--- src/tch_pkg.sv ---
// ----------------------------------------------------------------------------
// tch_pkg
// Types, codes and microcode word layout of the text console character handler.
// ----------------------------------------------------------------------------
package tch_pkg;

	localparam int COL_W         = 7;
	localparam int ROW_W         = 6;
	localparam int MAX_TAB_WIDTH = 16;
	localparam int FF_LINES      = 80;

	localparam logic [7:0] CH_NUL   = 8'h00;
	localparam logic [7:0] CH_BEL   = 8'h07;
	localparam logic [7:0] CH_BS    = 8'h08;
	localparam logic [7:0] CH_TAB   = 8'h09;
	localparam logic [7:0] CH_LF    = 8'h0A;
	localparam logic [7:0] CH_FF    = 8'h0C;
	localparam logic [7:0] CH_CR    = 8'h0D;
	localparam logic [7:0] CH_DEL   = 8'h7F;
	localparam logic [7:0] CH_SPACE = 8'h20;

	localparam logic [1:0] CFG_TEXT_WIDTH  = 2'd0;
	localparam logic [1:0] CFG_TEXT_HEIGHT = 2'd1;
	localparam logic [1:0] CFG_TAB_WIDTH   = 2'd2;

	typedef enum logic [1:0] {
		KIND_WRITE,
		KIND_SCROLL,
		KIND_BEEP,
		KIND_REPORT
	} tch_kind_t;

	typedef enum logic [4:0] {
		ST_IDLE,
		ST_PUT,
		ST_SCR1,
		ST_LF,
		ST_CR,
		ST_FF,
		ST_FF_SCR,
		ST_TAB,
		ST_TAB_DIV,
		ST_TAB_N,
		ST_TAB_PUT,
		ST_TAB_SCR,
		ST_TAB_CHK,
		ST_BS,
		ST_BS_MOVE,
		ST_BS_BLANK,
		ST_BEL,
		ST_DEL,
		ST_REPORT
	} tch_step_t;

	typedef enum logic [3:0] {
		OP_NONE,
		OP_PUT,
		OP_LF,
		OP_CR,
		OP_FF,
		OP_DIV_INIT,
		OP_DIV,
		OP_TAB_N,
		OP_BS_MOVE
	} tch_op_t;

	typedef enum logic [2:0] {
		C_ALWAYS,
		C_NEED_SCROLL,
		C_BOTTOM,
		C_REST_NZ,
		C_SH_ZERO,
		C_CNT_ZERO,
		C_ORIGIN
	} tch_cond_t;

	typedef enum logic [1:0] {
		CHR_ZERO,
		CHR_CODE,
		CHR_SPACE
	} tch_chr_sel_t;

	typedef enum logic [1:0] {
		LN_ZERO,
		LN_ONE,
		LN_REST
	} tch_ln_sel_t;

	typedef struct packed {
		tch_op_t      op;
		logic         emit;
		tch_kind_t    kind;
		logic         pos_en;
		tch_chr_sel_t chr_sel;
		tch_ln_sel_t  ln_sel;
		tch_cond_t    cond;
		tch_step_t    jump_t;
		tch_step_t    jump_f;
	} tch_uop_t;

	typedef struct packed {
		tch_uop_t uop;
		logic     adv;
		logic     take_char;
	} tch_ctrl_t;

	typedef struct packed {
		logic need_scroll;
		logic bottom;
		logic rest_nz;
		logic sh_zero;
		logic cnt_zero;
		logic origin;
		logic out_busy;
	} tch_stat_t;

	typedef struct packed {
		logic [7:0] char_code;
	} tch_char_t;

	typedef struct packed {
		logic [1:0]       action_kind;
		logic [COL_W-1:0] cell_column;
		logic [ROW_W-1:0] cell_row;
		logic [7:0]       cell_char;
		logic [6:0]       scroll_lines;
		logic             last_action;
	} tch_action_t;

	typedef struct packed {
		logic [1:0] reg_index;
		logic [7:0] reg_data;
	} tch_cfg_t;

endpackage

--- src/tch_chan_if.sv ---
// ----------------------------------------------------------------------------
// tch_chan_if
// Valid/ready channel carrying one payload beat.
// ----------------------------------------------------------------------------
interface tch_chan_if #(
	parameter type payload_t = logic [7:0]
);
	logic     valid;
	logic     ready;
	payload_t payload;

	modport source (output valid, output payload, input ready);
	modport sink (input valid, input payload, output ready);
endinterface

--- src/text_console_char_handler_core.sv ---
// The character beat sets the step counter; each action beat is registered in the action
// output register. A new character is taken only when idle, after the report beat of the
// last one. LF, CR and form feed add one step that emits nothing, backspace up to two; tabs
// add the stop divider steps and a check step per space; the sequencer holds while the action
// output register is full. Reset: cursor at column 0 row 0, width 80, height 25, tab 8, idle.
// ----------------------------------------------------------------------------
// text_console_char_handler_core
// Text console control character handler, microcoded sequencer top level.
// ----------------------------------------------------------------------------
module text_console_char_handler_core (
	input logic        clk,
	input logic        arst_n,
	tch_chan_if.sink   char_in,
	tch_chan_if.source action_out,
	tch_chan_if.sink   cfg
);
	import tch_pkg::*;

	tch_ctrl_t   ctrl;
	tch_stat_t   stat;
	tch_char_t   char_beat;
	tch_cfg_t    cfg_beat;
	tch_action_t act_beat;

	assign char_beat = char_in.payload;
	assign cfg_beat  = cfg.payload;
	assign cfg.ready = 1'b1;

	tch_seq u_seq (
		.clk       (clk),
		.arst_n    (arst_n),
		.in_valid  (char_in.valid),
		.char_code (char_beat.char_code),
		.in_ready  (char_in.ready),
		.stat      (stat),
		.ctrl      (ctrl)
	);

	tch_datapath u_dp (
		.clk       (clk),
		.arst_n    (arst_n),
		.ctrl      (ctrl),
		.char_code (char_beat.char_code),
		.cfg_we    (cfg.valid),
		.cfg_beat  (cfg_beat),
		.stat      (stat),
		.out_valid (action_out.valid),
		.out_ready (action_out.ready),
		.out_beat  (act_beat)
	);

	assign action_out.payload = act_beat;
endmodule

--- src/tch_ucode_rom.sv ---
// ----------------------------------------------------------------------------
// tch_ucode_rom
// Control store: one control word per sequencer step.
// ----------------------------------------------------------------------------
module tch_ucode_rom (
	input  tch_pkg::tch_step_t step,
	output tch_pkg::tch_uop_t  uop
);
	import tch_pkg::*;

	always_comb begin
		unique case (step)
			ST_PUT:      uop = '{OP_PUT, 1'b1, KIND_WRITE, 1'b1, CHR_CODE, LN_ZERO,
				C_NEED_SCROLL, ST_SCR1, ST_REPORT};
			ST_SCR1:     uop = '{OP_NONE, 1'b1, KIND_SCROLL, 1'b0, CHR_ZERO, LN_ONE,
				C_ALWAYS, ST_REPORT, ST_REPORT};
			ST_LF:       uop = '{OP_LF, 1'b0, KIND_WRITE, 1'b0, CHR_ZERO, LN_ZERO,
				C_BOTTOM, ST_SCR1, ST_REPORT};
			ST_CR:       uop = '{OP_CR, 1'b0, KIND_WRITE, 1'b0, CHR_ZERO, LN_ZERO,
				C_ALWAYS, ST_REPORT, ST_REPORT};
			ST_FF:       uop = '{OP_FF, 1'b0, KIND_WRITE, 1'b0, CHR_ZERO, LN_ZERO,
				C_REST_NZ, ST_FF_SCR, ST_REPORT};
			ST_FF_SCR:   uop = '{OP_NONE, 1'b1, KIND_SCROLL, 1'b0, CHR_ZERO, LN_REST,
				C_ALWAYS, ST_REPORT, ST_REPORT};
			ST_TAB:      uop = '{OP_DIV_INIT, 1'b0, KIND_WRITE, 1'b0, CHR_ZERO, LN_ZERO,
				C_ALWAYS, ST_TAB_DIV, ST_TAB_DIV};
			ST_TAB_DIV:  uop = '{OP_DIV, 1'b0, KIND_WRITE, 1'b0, CHR_ZERO, LN_ZERO,
				C_SH_ZERO, ST_TAB_N, ST_TAB_DIV};
			ST_TAB_N:    uop = '{OP_TAB_N, 1'b0, KIND_WRITE, 1'b0, CHR_ZERO, LN_ZERO,
				C_ALWAYS, ST_TAB_PUT, ST_TAB_PUT};
			ST_TAB_PUT:  uop = '{OP_PUT, 1'b1, KIND_WRITE, 1'b1, CHR_SPACE, LN_ZERO,
				C_NEED_SCROLL, ST_TAB_SCR, ST_TAB_CHK};
			ST_TAB_SCR:  uop = '{OP_NONE, 1'b1, KIND_SCROLL, 1'b0, CHR_ZERO, LN_ONE,
				C_ALWAYS, ST_TAB_CHK, ST_TAB_CHK};
			ST_TAB_CHK:  uop = '{OP_NONE, 1'b0, KIND_WRITE, 1'b0, CHR_ZERO, LN_ZERO,
				C_CNT_ZERO, ST_REPORT, ST_TAB_PUT};
			ST_BS:       uop = '{OP_NONE, 1'b0, KIND_WRITE, 1'b0, CHR_ZERO, LN_ZERO,
				C_ORIGIN, ST_REPORT, ST_BS_MOVE};
			ST_BS_MOVE:  uop = '{OP_BS_MOVE, 1'b0, KIND_WRITE, 1'b0, CHR_ZERO, LN_ZERO,
				C_ALWAYS, ST_BS_BLANK, ST_BS_BLANK};
			ST_BS_BLANK: uop = '{OP_NONE, 1'b1, KIND_WRITE, 1'b1, CHR_ZERO, LN_ZERO,
				C_ALWAYS, ST_REPORT, ST_REPORT};
			ST_BEL:      uop = '{OP_NONE, 1'b1, KIND_BEEP, 1'b0, CHR_ZERO, LN_ZERO,
				C_ALWAYS, ST_REPORT, ST_REPORT};
			ST_DEL:      uop = '{OP_NONE, 1'b1, KIND_WRITE, 1'b1, CHR_ZERO, LN_ZERO,
				C_ALWAYS, ST_REPORT, ST_REPORT};
			ST_REPORT:   uop = '{OP_NONE, 1'b1, KIND_REPORT, 1'b1, CHR_ZERO, LN_ZERO,
				C_ALWAYS, ST_IDLE, ST_IDLE};
			default:     uop = '{OP_NONE, 1'b0, KIND_WRITE, 1'b0, CHR_ZERO, LN_ZERO,
				C_ALWAYS, ST_IDLE, ST_IDLE};
		endcase
	end
endmodule

--- src/tch_datapath.sv ---
// ----------------------------------------------------------------------------
// tch_datapath
// Cursor, configuration and scratch registers, tab stop divider and action
// output register, driven by the sequencer's control word.
// ----------------------------------------------------------------------------
module tch_datapath (
	input  logic                 clk,
	input  logic                 arst_n,
	input  tch_pkg::tch_ctrl_t   ctrl,
	input  logic [7:0]           char_code,
	input  logic                 cfg_we,
	input  tch_pkg::tch_cfg_t    cfg_beat,
	output tch_pkg::tch_stat_t   stat,
	output logic                 out_valid,
	input  logic                 out_ready,
	output tch_pkg::tch_action_t out_beat
);
	import tch_pkg::*;

	localparam int          DVS_W   = 5 + COL_W - 1;
	localparam int          REM_EXT = DVS_W - COL_W;
	localparam logic [2:0]  SH_TOP  = 3'(COL_W - 1);
	localparam logic [8:0]  FF9     = 9'(FF_LINES);

	logic [7:0]       width_q;
	logic [6:0]       height_q;
	logic [4:0]       tab_q;
	logic [COL_W-1:0] col_q;
	logic [ROW_W-1:0] row_q;
	logic [7:0]       ch_q;
	logic [4:0]       cnt_q;
	logic [COL_W-1:0] rem_q;
	logic [2:0]       sh_q;
	logic [6:0]       rest_q;
	logic             out_valid_q;
	tch_action_t      out_q;

	logic [7:0]       w_eff;
	logic [6:0]       h_eff;
	logic [4:0]       t_eff;
	logic [7:0]       col_inc;
	logic [6:0]       row_inc;
	logic             wrap;
	logic             bottom;
	logic [6:0]       down;
	logic [8:0]       down_c;
	logic [8:0]       rest9;
	logic [6:0]       rest_next;
	logic [DVS_W-1:0] dvs;
	logic [DVS_W-1:0] rem_ext;
	logic [DVS_W-1:0] rem_sub;
	logic             rem_ge;
	logic             load;
	logic [7:0]       wm1;
	tch_action_t      beat_d;

	always_comb begin
		w_eff = (width_q == 8'd0) ? 8'd1 : ((width_q > 8'd128) ? 8'd128 : width_q);
		h_eff = (height_q == 7'd0) ? 7'd1 : ((height_q > 7'd64) ? 7'd64 : height_q);
		t_eff = (tab_q == 5'd0) ? 5'd1 :
			((tab_q > 5'(MAX_TAB_WIDTH)) ? 5'(MAX_TAB_WIDTH) : tab_q);
		col_inc = {1'b0, col_q} + 8'd1;
		row_inc = {1'b0, row_q} + 7'd1;
		wrap    = col_inc >= w_eff;
		bottom  = row_inc >= h_eff;
		down    = bottom ? 7'd0 : (h_eff - row_inc);
		down_c  = ({2'b00, down} > FF9) ? FF9 : {2'b00, down};
		rest9   = FF9 - down_c;
		rest_next = (rest9 > 9'd127) ? 7'd127 : rest9[6:0];
		dvs     = {{(DVS_W-5){1'b0}}, t_eff} << sh_q;
		rem_ext = {{REM_EXT{1'b0}}, rem_q};
		rem_ge  = rem_ext >= dvs;
		rem_sub = rem_ext - dvs;
		wm1     = w_eff - 8'd1;
	end

	always_comb begin
		stat.need_scroll = wrap && bottom;
		stat.bottom      = bottom;
		stat.rest_nz     = rest_next != 7'd0;
		stat.sh_zero     = sh_q == 3'd0;
		stat.cnt_zero    = cnt_q == 5'd0;
		stat.origin      = (col_q == '0) && (row_q == '0);
		stat.out_busy    = out_valid_q && !out_ready;
	end

	always_ff @(posedge clk or negedge arst_n) begin
		if (!arst_n) begin
			width_q  <= 8'd80;
			height_q <= 7'd25;
			tab_q    <= 5'd8;
		end else if (cfg_we) begin
			unique case (cfg_beat.reg_index)
				CFG_TEXT_WIDTH:  width_q  <= cfg_beat.reg_data;
				CFG_TEXT_HEIGHT: height_q <= cfg_beat.reg_data[6:0];
				CFG_TAB_WIDTH:   tab_q    <= cfg_beat.reg_data[4:0];
				default: ;
			endcase
		end
	end

	always_ff @(posedge clk or negedge arst_n) begin
		if (!arst_n) begin
			col_q <= '0;
			row_q <= '0;
		end else if (ctrl.adv) begin
			unique case (ctrl.uop.op)
				OP_PUT: begin
					if (wrap) begin
						col_q <= '0;
						if (!bottom) row_q <= row_inc[ROW_W-1:0];
					end else begin
						col_q <= col_inc[COL_W-1:0];
					end
				end
				OP_LF: begin
					col_q <= '0;
					if (!bottom) row_q <= row_inc[ROW_W-1:0];
				end
				OP_CR: col_q <= '0;
				OP_FF: begin
					col_q <= '0;
					row_q <= '0;
				end
				OP_BS_MOVE: begin
					if (col_q == '0) begin
						col_q <= wm1[COL_W-1:0];
						row_q <= row_q - ROW_W'(1);
					end else begin
						col_q <= col_q - COL_W'(1);
					end
				end
				default: ;
			endcase
		end
	end

	always_ff @(posedge clk) begin
		if (ctrl.take_char) ch_q <= char_code;
		if (ctrl.adv) begin
			unique case (ctrl.uop.op)
				OP_PUT:      cnt_q <= cnt_q - 5'd1;
				OP_FF:       rest_q <= rest_next;
				OP_DIV_INIT: begin
					rem_q <= col_q;
					sh_q  <= SH_TOP;
				end
				OP_DIV: begin
					if (rem_ge) rem_q <= rem_sub[COL_W-1:0];
					sh_q <= sh_q - 3'd1;
				end
				OP_TAB_N:    cnt_q <= t_eff - rem_q[4:0];
				default: ;
			endcase
		end
	end

	always_comb begin
		beat_d.action_kind = ctrl.uop.kind;
		beat_d.cell_column = ctrl.uop.pos_en ? col_q : '0;
		beat_d.cell_row    = ctrl.uop.pos_en ? row_q : '0;
		unique case (ctrl.uop.chr_sel)
			CHR_CODE:  beat_d.cell_char = ch_q;
			CHR_SPACE: beat_d.cell_char = CH_SPACE;
			default:   beat_d.cell_char = 8'd0;
		endcase
		unique case (ctrl.uop.ln_sel)
			LN_ONE:  beat_d.scroll_lines = 7'd1;
			LN_REST: beat_d.scroll_lines = rest_q;
			default: beat_d.scroll_lines = 7'd0;
		endcase
		beat_d.last_action = ctrl.uop.kind == KIND_REPORT;
	end

	assign load = ctrl.adv && ctrl.uop.emit;

	always_ff @(posedge clk or negedge arst_n) begin
		if (!arst_n) begin
			out_valid_q <= 1'b0;
		end else if (load) begin
			out_valid_q <= 1'b1;
		end else if (out_ready) begin
			out_valid_q <= 1'b0;
		end
	end

	always_ff @(posedge clk) begin
		if (load) out_q <= beat_d;
	end

	assign out_valid = out_valid_q;
	assign out_beat  = out_q;
endmodule

--- src/tch_seq.sv ---
// ----------------------------------------------------------------------------
// tch_seq
// Step counter with dispatch on the character code and conditional jumps
// taken from the control store.
// ----------------------------------------------------------------------------
module tch_seq (
	input  logic               clk,
	input  logic               arst_n,
	input  logic               in_valid,
	input  logic [7:0]         char_code,
	output logic               in_ready,
	input  tch_pkg::tch_stat_t stat,
	output tch_pkg::tch_ctrl_t ctrl
);
	import tch_pkg::*;

	tch_step_t step_q;
	tch_step_t step_d;
	tch_uop_t  uop;
	logic      idle;
	logic      stall;
	logic      cond_met;

	function automatic tch_step_t dispatch(input logic [7:0] code);
		unique case (code)
			CH_NUL:  dispatch = ST_IDLE;
			CH_LF:   dispatch = ST_LF;
			CH_CR:   dispatch = ST_CR;
			CH_FF:   dispatch = ST_FF;
			CH_TAB:  dispatch = ST_TAB;
			CH_BS:   dispatch = ST_BS;
			CH_BEL:  dispatch = ST_BEL;
			CH_DEL:  dispatch = ST_DEL;
			default: dispatch = ST_PUT;
		endcase
	endfunction

	tch_ucode_rom u_rom (
		.step (step_q),
		.uop  (uop)
	);

	always_comb begin
		unique case (uop.cond)
			C_NEED_SCROLL: cond_met = stat.need_scroll;
			C_BOTTOM:      cond_met = stat.bottom;
			C_REST_NZ:     cond_met = stat.rest_nz;
			C_SH_ZERO:     cond_met = stat.sh_zero;
			C_CNT_ZERO:    cond_met = stat.cnt_zero;
			C_ORIGIN:      cond_met = stat.origin;
			default:       cond_met = 1'b1;
		endcase
	end

	assign idle  = step_q == ST_IDLE;
	assign stall = uop.emit && stat.out_busy;

	always_comb begin
		priority if (idle) begin
			step_d = in_valid ? dispatch(char_code) : ST_IDLE;
		end else if (stall) begin
			step_d = step_q;
		end else begin
			step_d = cond_met ? uop.jump_t : uop.jump_f;
		end
	end

	always_comb begin
		in_ready       = idle;
		ctrl.uop       = uop;
		ctrl.adv       = !idle && !stall;
		ctrl.take_char = idle && in_valid;
	end

	always_ff @(posedge clk or negedge arst_n) begin
		if (!arst_n) begin
			step_q <= ST_IDLE;
		end else begin
			step_q <= step_d;
		end
	end
endmodule

--- src/flat_wrapper.sv ---
// flat-port wrapper written by rule: the top's interface ports become plain ports
module text_console_char_handler_core_flat import tch_pkg::*;
  (clk, arst_n, char_in_valid, char_in_payload, char_in_ready, action_out_valid, action_out_payload, action_out_ready, cfg_valid, cfg_payload, cfg_ready);
  tch_chan_if char_in_i ();
  tch_chan_if action_out_i ();
  tch_chan_if cfg_i ();
  input logic clk;
  input logic arst_n;
  input wire logic [$bits(char_in_i.valid)-1:0] char_in_valid;
  input wire logic [$bits(char_in_i.payload)-1:0] char_in_payload;
  output wire logic [$bits(char_in_i.ready)-1:0] char_in_ready;
  output wire logic [$bits(action_out_i.valid)-1:0] action_out_valid;
  output wire logic [$bits(action_out_i.payload)-1:0] action_out_payload;
  input wire logic [$bits(action_out_i.ready)-1:0] action_out_ready;
  input wire logic [$bits(cfg_i.valid)-1:0] cfg_valid;
  input wire logic [$bits(cfg_i.payload)-1:0] cfg_payload;
  output wire logic [$bits(cfg_i.ready)-1:0] cfg_ready;
  assign char_in_i.valid = char_in_valid;
  assign char_in_i.payload = char_in_payload;
  assign char_in_ready = char_in_i.ready;
  assign action_out_valid = action_out_i.valid;
  assign action_out_payload = action_out_i.payload;
  assign action_out_i.ready = action_out_ready;
  assign cfg_i.valid = cfg_valid;
  assign cfg_i.payload = cfg_payload;
  assign cfg_ready = cfg_i.ready;
  text_console_char_handler_core u_core (.clk(clk), .arst_n(arst_n), .char_in(char_in_i), .action_out(action_out_i), .cfg(cfg_i));
endmodule
--- config.mk ---
export PLATFORM = sky130hd
export DESIGN_NAME = text_console_char_handler_core_flat
export DESIGN_NICKNAME = d
export VERILOG_FILES = /design/src/tch_pkg.sv /design/src/tch_chan_if.sv /design/src/text_console_char_handler_core.sv /design/src/tch_ucode_rom.sv /design/src/tch_datapath.sv /design/src/tch_seq.sv /design/src/flat_wrapper.sv
export SDC_FILE = /design/constraint.sdc
export NUM_CORES = 1
export LEC_CHECK = 0
export BUFFER_PORTS_ARGS = -buffer_cell sky130_fd_sc_hd__buf_2
export CORE_MARGIN = 2
export CORE_UTILIZATION = 45
export DETAILED_ROUTE_END_ITERATION = 10
export PLACE_DENSITY = 0.72
export RECOVER_POWER = 50
export SYNTH_ARGS = -nofsm -noshare
export SYNTH_HDL_FRONTEND = slang
export SYNTH_HIERARCHICAL = 1
export SYNTH_SLANG_ARGS = --single-unit
--- constraint.sdc ---
create_clock -name clk -period 6.3 [get_ports clk]
set_input_delay 0.315 -clock clk [delete_from_list [all_inputs] [get_ports clk]]
set_output_delay 0.315 -clock clk [all_outputs]
set_load 0.005 [all_outputs]
# Word-level counts from Yosys, hierarchy flattened
# Memory sizes are Yosys's and may differ from the RTL's.
# Index checks and enable logic that the tools add are counted.
# word_totals
out_inout_bits	11
memories	1
elab_cells	112
regBits	57
inputBits	21
mem_bits_ro	800
# classes
eq_ne	28
shifts	1
n_reduce_logical	29
n_lt_le_gt_ge	6
add_sub_neg	11
mux	25
# memory_table
memory	words	width	rd	rd_ports_with_merged_regs	write_ports	line_no	source
(no name shown)	32	25	1	0	0	tch_ucode_rom.sv:12	unique case (step)
# ops
cell	count
$mux 7	6
$eq 8x4->1 const B	5
$pmux 5 s8	1
$pmux 7 s2	2
$pmux 6 s4	1
$pmux 7 s3	1
$mux 5	4
$mux 6	3
$eq 4x3->1 const B	4
$logic_not 8->1	2
$mux 8	2
$sub 7x1->7 const B	2
$ge 7x11->1	1
$shl 4x3->11 const A	1
$logic_not 5->1	2
$pmux 5 s2	1
$eq 3x3->1 const B	3
$gt 9x7->1 const B	1
$add 7x1->8 const B	1
$eq 4x2->1 const B	2
$eq 8x3->1 const B	1
$eq 8x7->1 const B	1
$ge 8x8->1	1
$gt 8x8->1 const B	1
33 further kinds	51

# Logic depth before layout (Yosys ltp)
# logic_depth
word_depth	13
ltp_mapped	24
ltp_nobuf	22

# Hierarchy
# The synthesis kept the hierarchy.
# modules_own_cells
module	area_per_inst_um2	seq_area_each_um2	cells_each	n_inst
tch_datapath	6337.3	2690.1	622	1
tch_ucode_rom	586.8	0.0	90	1
tch_seq	485.5	125.1	53	1
text_console_char_handler_core	15.0	0.0	3	1

# Worst setup path before layout
# OpenSTA, ideal clock, no wires.
# synth_timing
kind	flip-flop to flip-flop
from	register, netlist name u_core/u_dp/height_q[3]
to	register u_core.u_seq.step_q[2]
path_stages_with_launch	24
path_slack_ns	1.693
period_less_slack_ns	4.607
t_arrival_ns	4.474
path_cell_list	dfstp_2 > or4_1 > nor2_1 > o21bai_1 > ha_1 > inv_1 > fa_1 > a211oi_2 > o211a_1 > or3_4 > and4_1 > buf_6 > nor2_1 > inv_1 > ha_1 > a31oi_1 > o311ai_0 > a2111oi_0 > nand4bb_1 > mux2i_1 > mux4_2 > buf_2 > mux2i_1 > a311oi_1
# synth_lines
element	line_no	source
to (signal assigned)	tch_seq.sv:79	step_q <= step_d;
to (decl)	tch_seq.sv:17	tch_step_t step_q;

==> results.rst <==
.. list-table::
   :header-rows: 1

   * - Metric
     - Value
   * - Violated checks
     - max-capacitance violations, max-slew violations
   * - Net switching share of the total power
     - 0.466
   * - Via density per instance
     - 5.95
   * - Share of total power in sequential cells
     - 0.237
   * - Delay of the slowest cell on the worst path
     - between 500 and 600 ps
   * - Initial antenna violation count
     - 0
   * - Routed length per placed instance
     - 16.0 um
   * - Antenna Cells
     - 0
   * - Area of the die
     - 14,900 sq um
   * - Internal cell power
     - 1.76 mW
   * - Routability cong.
     - 0.891
   * - Least-Margin Pin Slew
     - about 2200 ps
   * - Share of the cycle needed by the critical path after routing
     - 0.833
   * - Share of layout cells above drive strength 1
     - 0.128
   * - Areal power density over the cells
     - around 490 nW/um^2
   * - First-pass GRT wire length
     - 23.8 mm
   * - Post-Route Hold Slack
     - ~180 ps
   * - Ports
     - 32
   * - Unrepaired setup endpoints after global routing
     - false
   * - Post-DP HPWL
     - 10.9 mm
   * - Final Max Slew Viols
     - 40
   * - Global Route Usage Sum
     - 0.197
   * - CTS Buffer Depth
     - 2
   * - Post-Route Setup TNS
     - 0 ps
   * - Hold Fails Final Rpt
     - 0
   * - Setup crit end kind
     - register
   * - Synthesis Warnings
     - 6
   * - Clk_lat worst skew
     - around 340 ps
   * - Clock buffers created by TritonCTS
     - 9
   * - Type of the most critical hold path
     - input pin to register
   * - Placement-stage worst setup slack
     - 1180 ps
   * - Drt total wl
     - 14.4 mm
   * - Largest vdd supply drop
     - 0.245 mV
   * - Worst slew margin
     - -0.500
   * - CTS Sinks
     - 69
   * - Worst path arrival time
     - 5490 ps
   * - PnR worst setup slack
     - approximately 1100 ps
   * - Critical Path, Cell by Cell
     - or4_1 -> nor2_1 -> o21bai_1 -> ha_1 -> inv_1 -> fa_1 -> a21o_1 -> a21oi_1 -> o32ai_1 -> and4_1 -> nor2_1 -> inv_1 -> ha_1 -> inv_1 -> nand4_1 -> o311ai_0 -> a2111oi_0 -> nand4bb_1 -> mux2i_1 -> mux4_2 -> mux2i_1 -> a311oi_1
   * - Setup violations, final
     - 0
   * - Relative area change from synthesis to final layout
     - 7.92%
   * - Worst Setup Start Kind
     - register
   * - Fill count
     - 1,311
   * - Flip-flop and latch area
     - 1880 sq um
   * - Largest net degree at the start of global routing
     - 40
   * - Clock tree root buffer cell
     - sky130_fd_sc_hd__clkbuf_16
   * - Clk_skew
     - roughly 8 ps
   * - Number of non-filler instances in the completed layout
     - about 900
   * - Via count of the first global-routing pass
     - 4,981
   * - Via count
     - 5,339
   * - Total power of the final layout
     - 3.30 mW
   * - CTS hold repair buffers
     - 0
   * - Detailed-router iteration count before antenna repair
     - 6
   * - DRC violations left
     - 0
   * - Post CTS Setup Buffer Count
     - 0
   * - Comb power frac
     - 0.604
   * - Maximum net fanout on the critical path
     - 6
   * - Outcome
     - complete, but fails checks
   * - Multi-input combinational cell area
     - 4050 sq um
   * - Period minus WS final
     - 5250 ps
   * - Overflow left after global routing
     - 0
   * - Clock power share
     - 0.159
   * - CP max stage cell
     - sky130_fd_sc_hd__or4_1
   * - Cell row count
     - 43
   * - Final nets
     - just under 800
   * - CORE AREA
     - approximately 14,000 sq um
   * - CTS tree
     - built
   * - Starting DRT DRC Count
     - 365
   * - H-tree level count
     - 3
   * - Required time of the critical path
     - 6540 ps
   * - IO buf count
     - 30
   * - Number of max-capacitance violations reported
     - 1
   * - Gate count after technology mapping
     - 705
   * - Average footprint of a synthesized cell
     - 8.92 sq um
   * - Fmax achieved
     - roughly 190 MHz
   * - Die width
     - 122 um
   * - Psw
     - roughly 1.5 mW
   * - Number of cells upsized or downsized after cts
     - 0
   * - Starting Density
     - 0.457
   * - Clock input transition at the sequential cells of the worst setup and hold paths
     - around 60 ps
   * - Critical path type
     - register to register
   * - Cell count after placement
     - 882
   * - Y dimension of the die
     - between 100 and 150 um
   * - Synth Cell Area
     - around 6300 sq um
   * - LEAKAGE
     - 2.80 nW
   * - Number of antenna-violating nets in the routed design
     - 0
   * - Most common cell on crit path
     - sky130_fd_sc_hd__inv_1
[worst paths after layout]
check / startpoint / to / slack (ps) / cells after the start
hold reg to reg: u_core/u_dp/width_q[0] / u_core/u_dp/width_q[0] / 510 / 1
setup / recovery: u_core/u_dp/height_q[3] / u_core/u_seq/step_q[2] / 1050 / 22
setup reg to reg: u_core/u_dp/height_q[3] / u_core/u_seq/step_q[2] / 1050 / 22
min in group asynchronous: arst_n / u_core/u_dp/tab_q[2] / 650 / 1
max in group asynchronous: arst_n / u_core/u_seq/step_q[0] / 4370 / 1
hold / removal: cfg_payload[7] / u_core/u_dp/width_q[7] / 180 / 3
[layout make-up]
class,count,share of cell area
inverter,43,0.0238
multi-input combinational,559,0.597
clock buffer,13,0.0431
sequential,69,0.278
tap,180,0.0332
timing repair buffer,31,0.0218
clock inverter,3,0.00350
[critical path, delay by kind of cell (launching register included)]
kind | cells | cell delay, ps
fa+ha+maj | 3 | 710
buf+inv | 3 | 270
simple gates | 6 | 1320
compound gates | 7 | 1850
flops | 1 | 370
mux | 3 | 630
[sequential cells by signal, indices dropped and copies added, names as in the netlist, 6 cells and up]
name,count
u_core/u_dp/out_beat,8
u_core/u_dp/width_q,8
u_core/u_dp/col_q,7
u_core/u_dp/height_q,7
u_core/u_dp/rem_q,7
u_core/u_dp/rest_q,7
u_core/u_dp/row_q,6
[cells in the final DEF (no fill, tap or decap), types with 19 or more instances in the layout]
master                     instances
sky130_fd_sc_hd__mux2i_1          19
sky130_fd_sc_hd__edfxtp_1         30
sky130_fd_sc_hd__buf_2            22
sky130_fd_sc_hd__nand2_1          56
sky130_fd_sc_hd__nor2b_1          21
sky130_fd_sc_hd__ha_1             46
sky130_fd_sc_hd__a21oi_1          38
sky130_fd_sc_hd__dfrtp_1          33
sky130_fd_sc_hd__o21ai_0          29
sky130_fd_sc_hd__nor2_1           52
sky130_fd_sc_hd__inv_1            41
sky130_fd_sc_hd__mux2_2           22
[metrics by stage]
stage               instance area, sq um   util
floorplan                           6310      -
global placement                    6480  0.471
detailed placement                  6480  0.471
CTS                                 6800  0.494
global route                        6790  0.493
finish                              6790  0.493
[metal layers]
metal	wire length, um	track usage	share of wire
met1	6640	0.264	0.46
met2	6740	0.324	0.47
met3	790	0.0441	0.055
met4	193	0.0481	0.013
met5	0	0	0
[power groups by stage]
stage	registers [mW]	clock network [mW]	logic (mW)
3_5_place_dp	0.787	0	1.96
5_1_grt	0.802	0.554	2.22
4_1_cts	0.780	0.536	1.97
3_3_place_gp	0.780	0	1.94
6_report	0.783	0.524	1.99
2_1_floorplan	0.715	0	1.64
(Power assumes the default switching activity.)
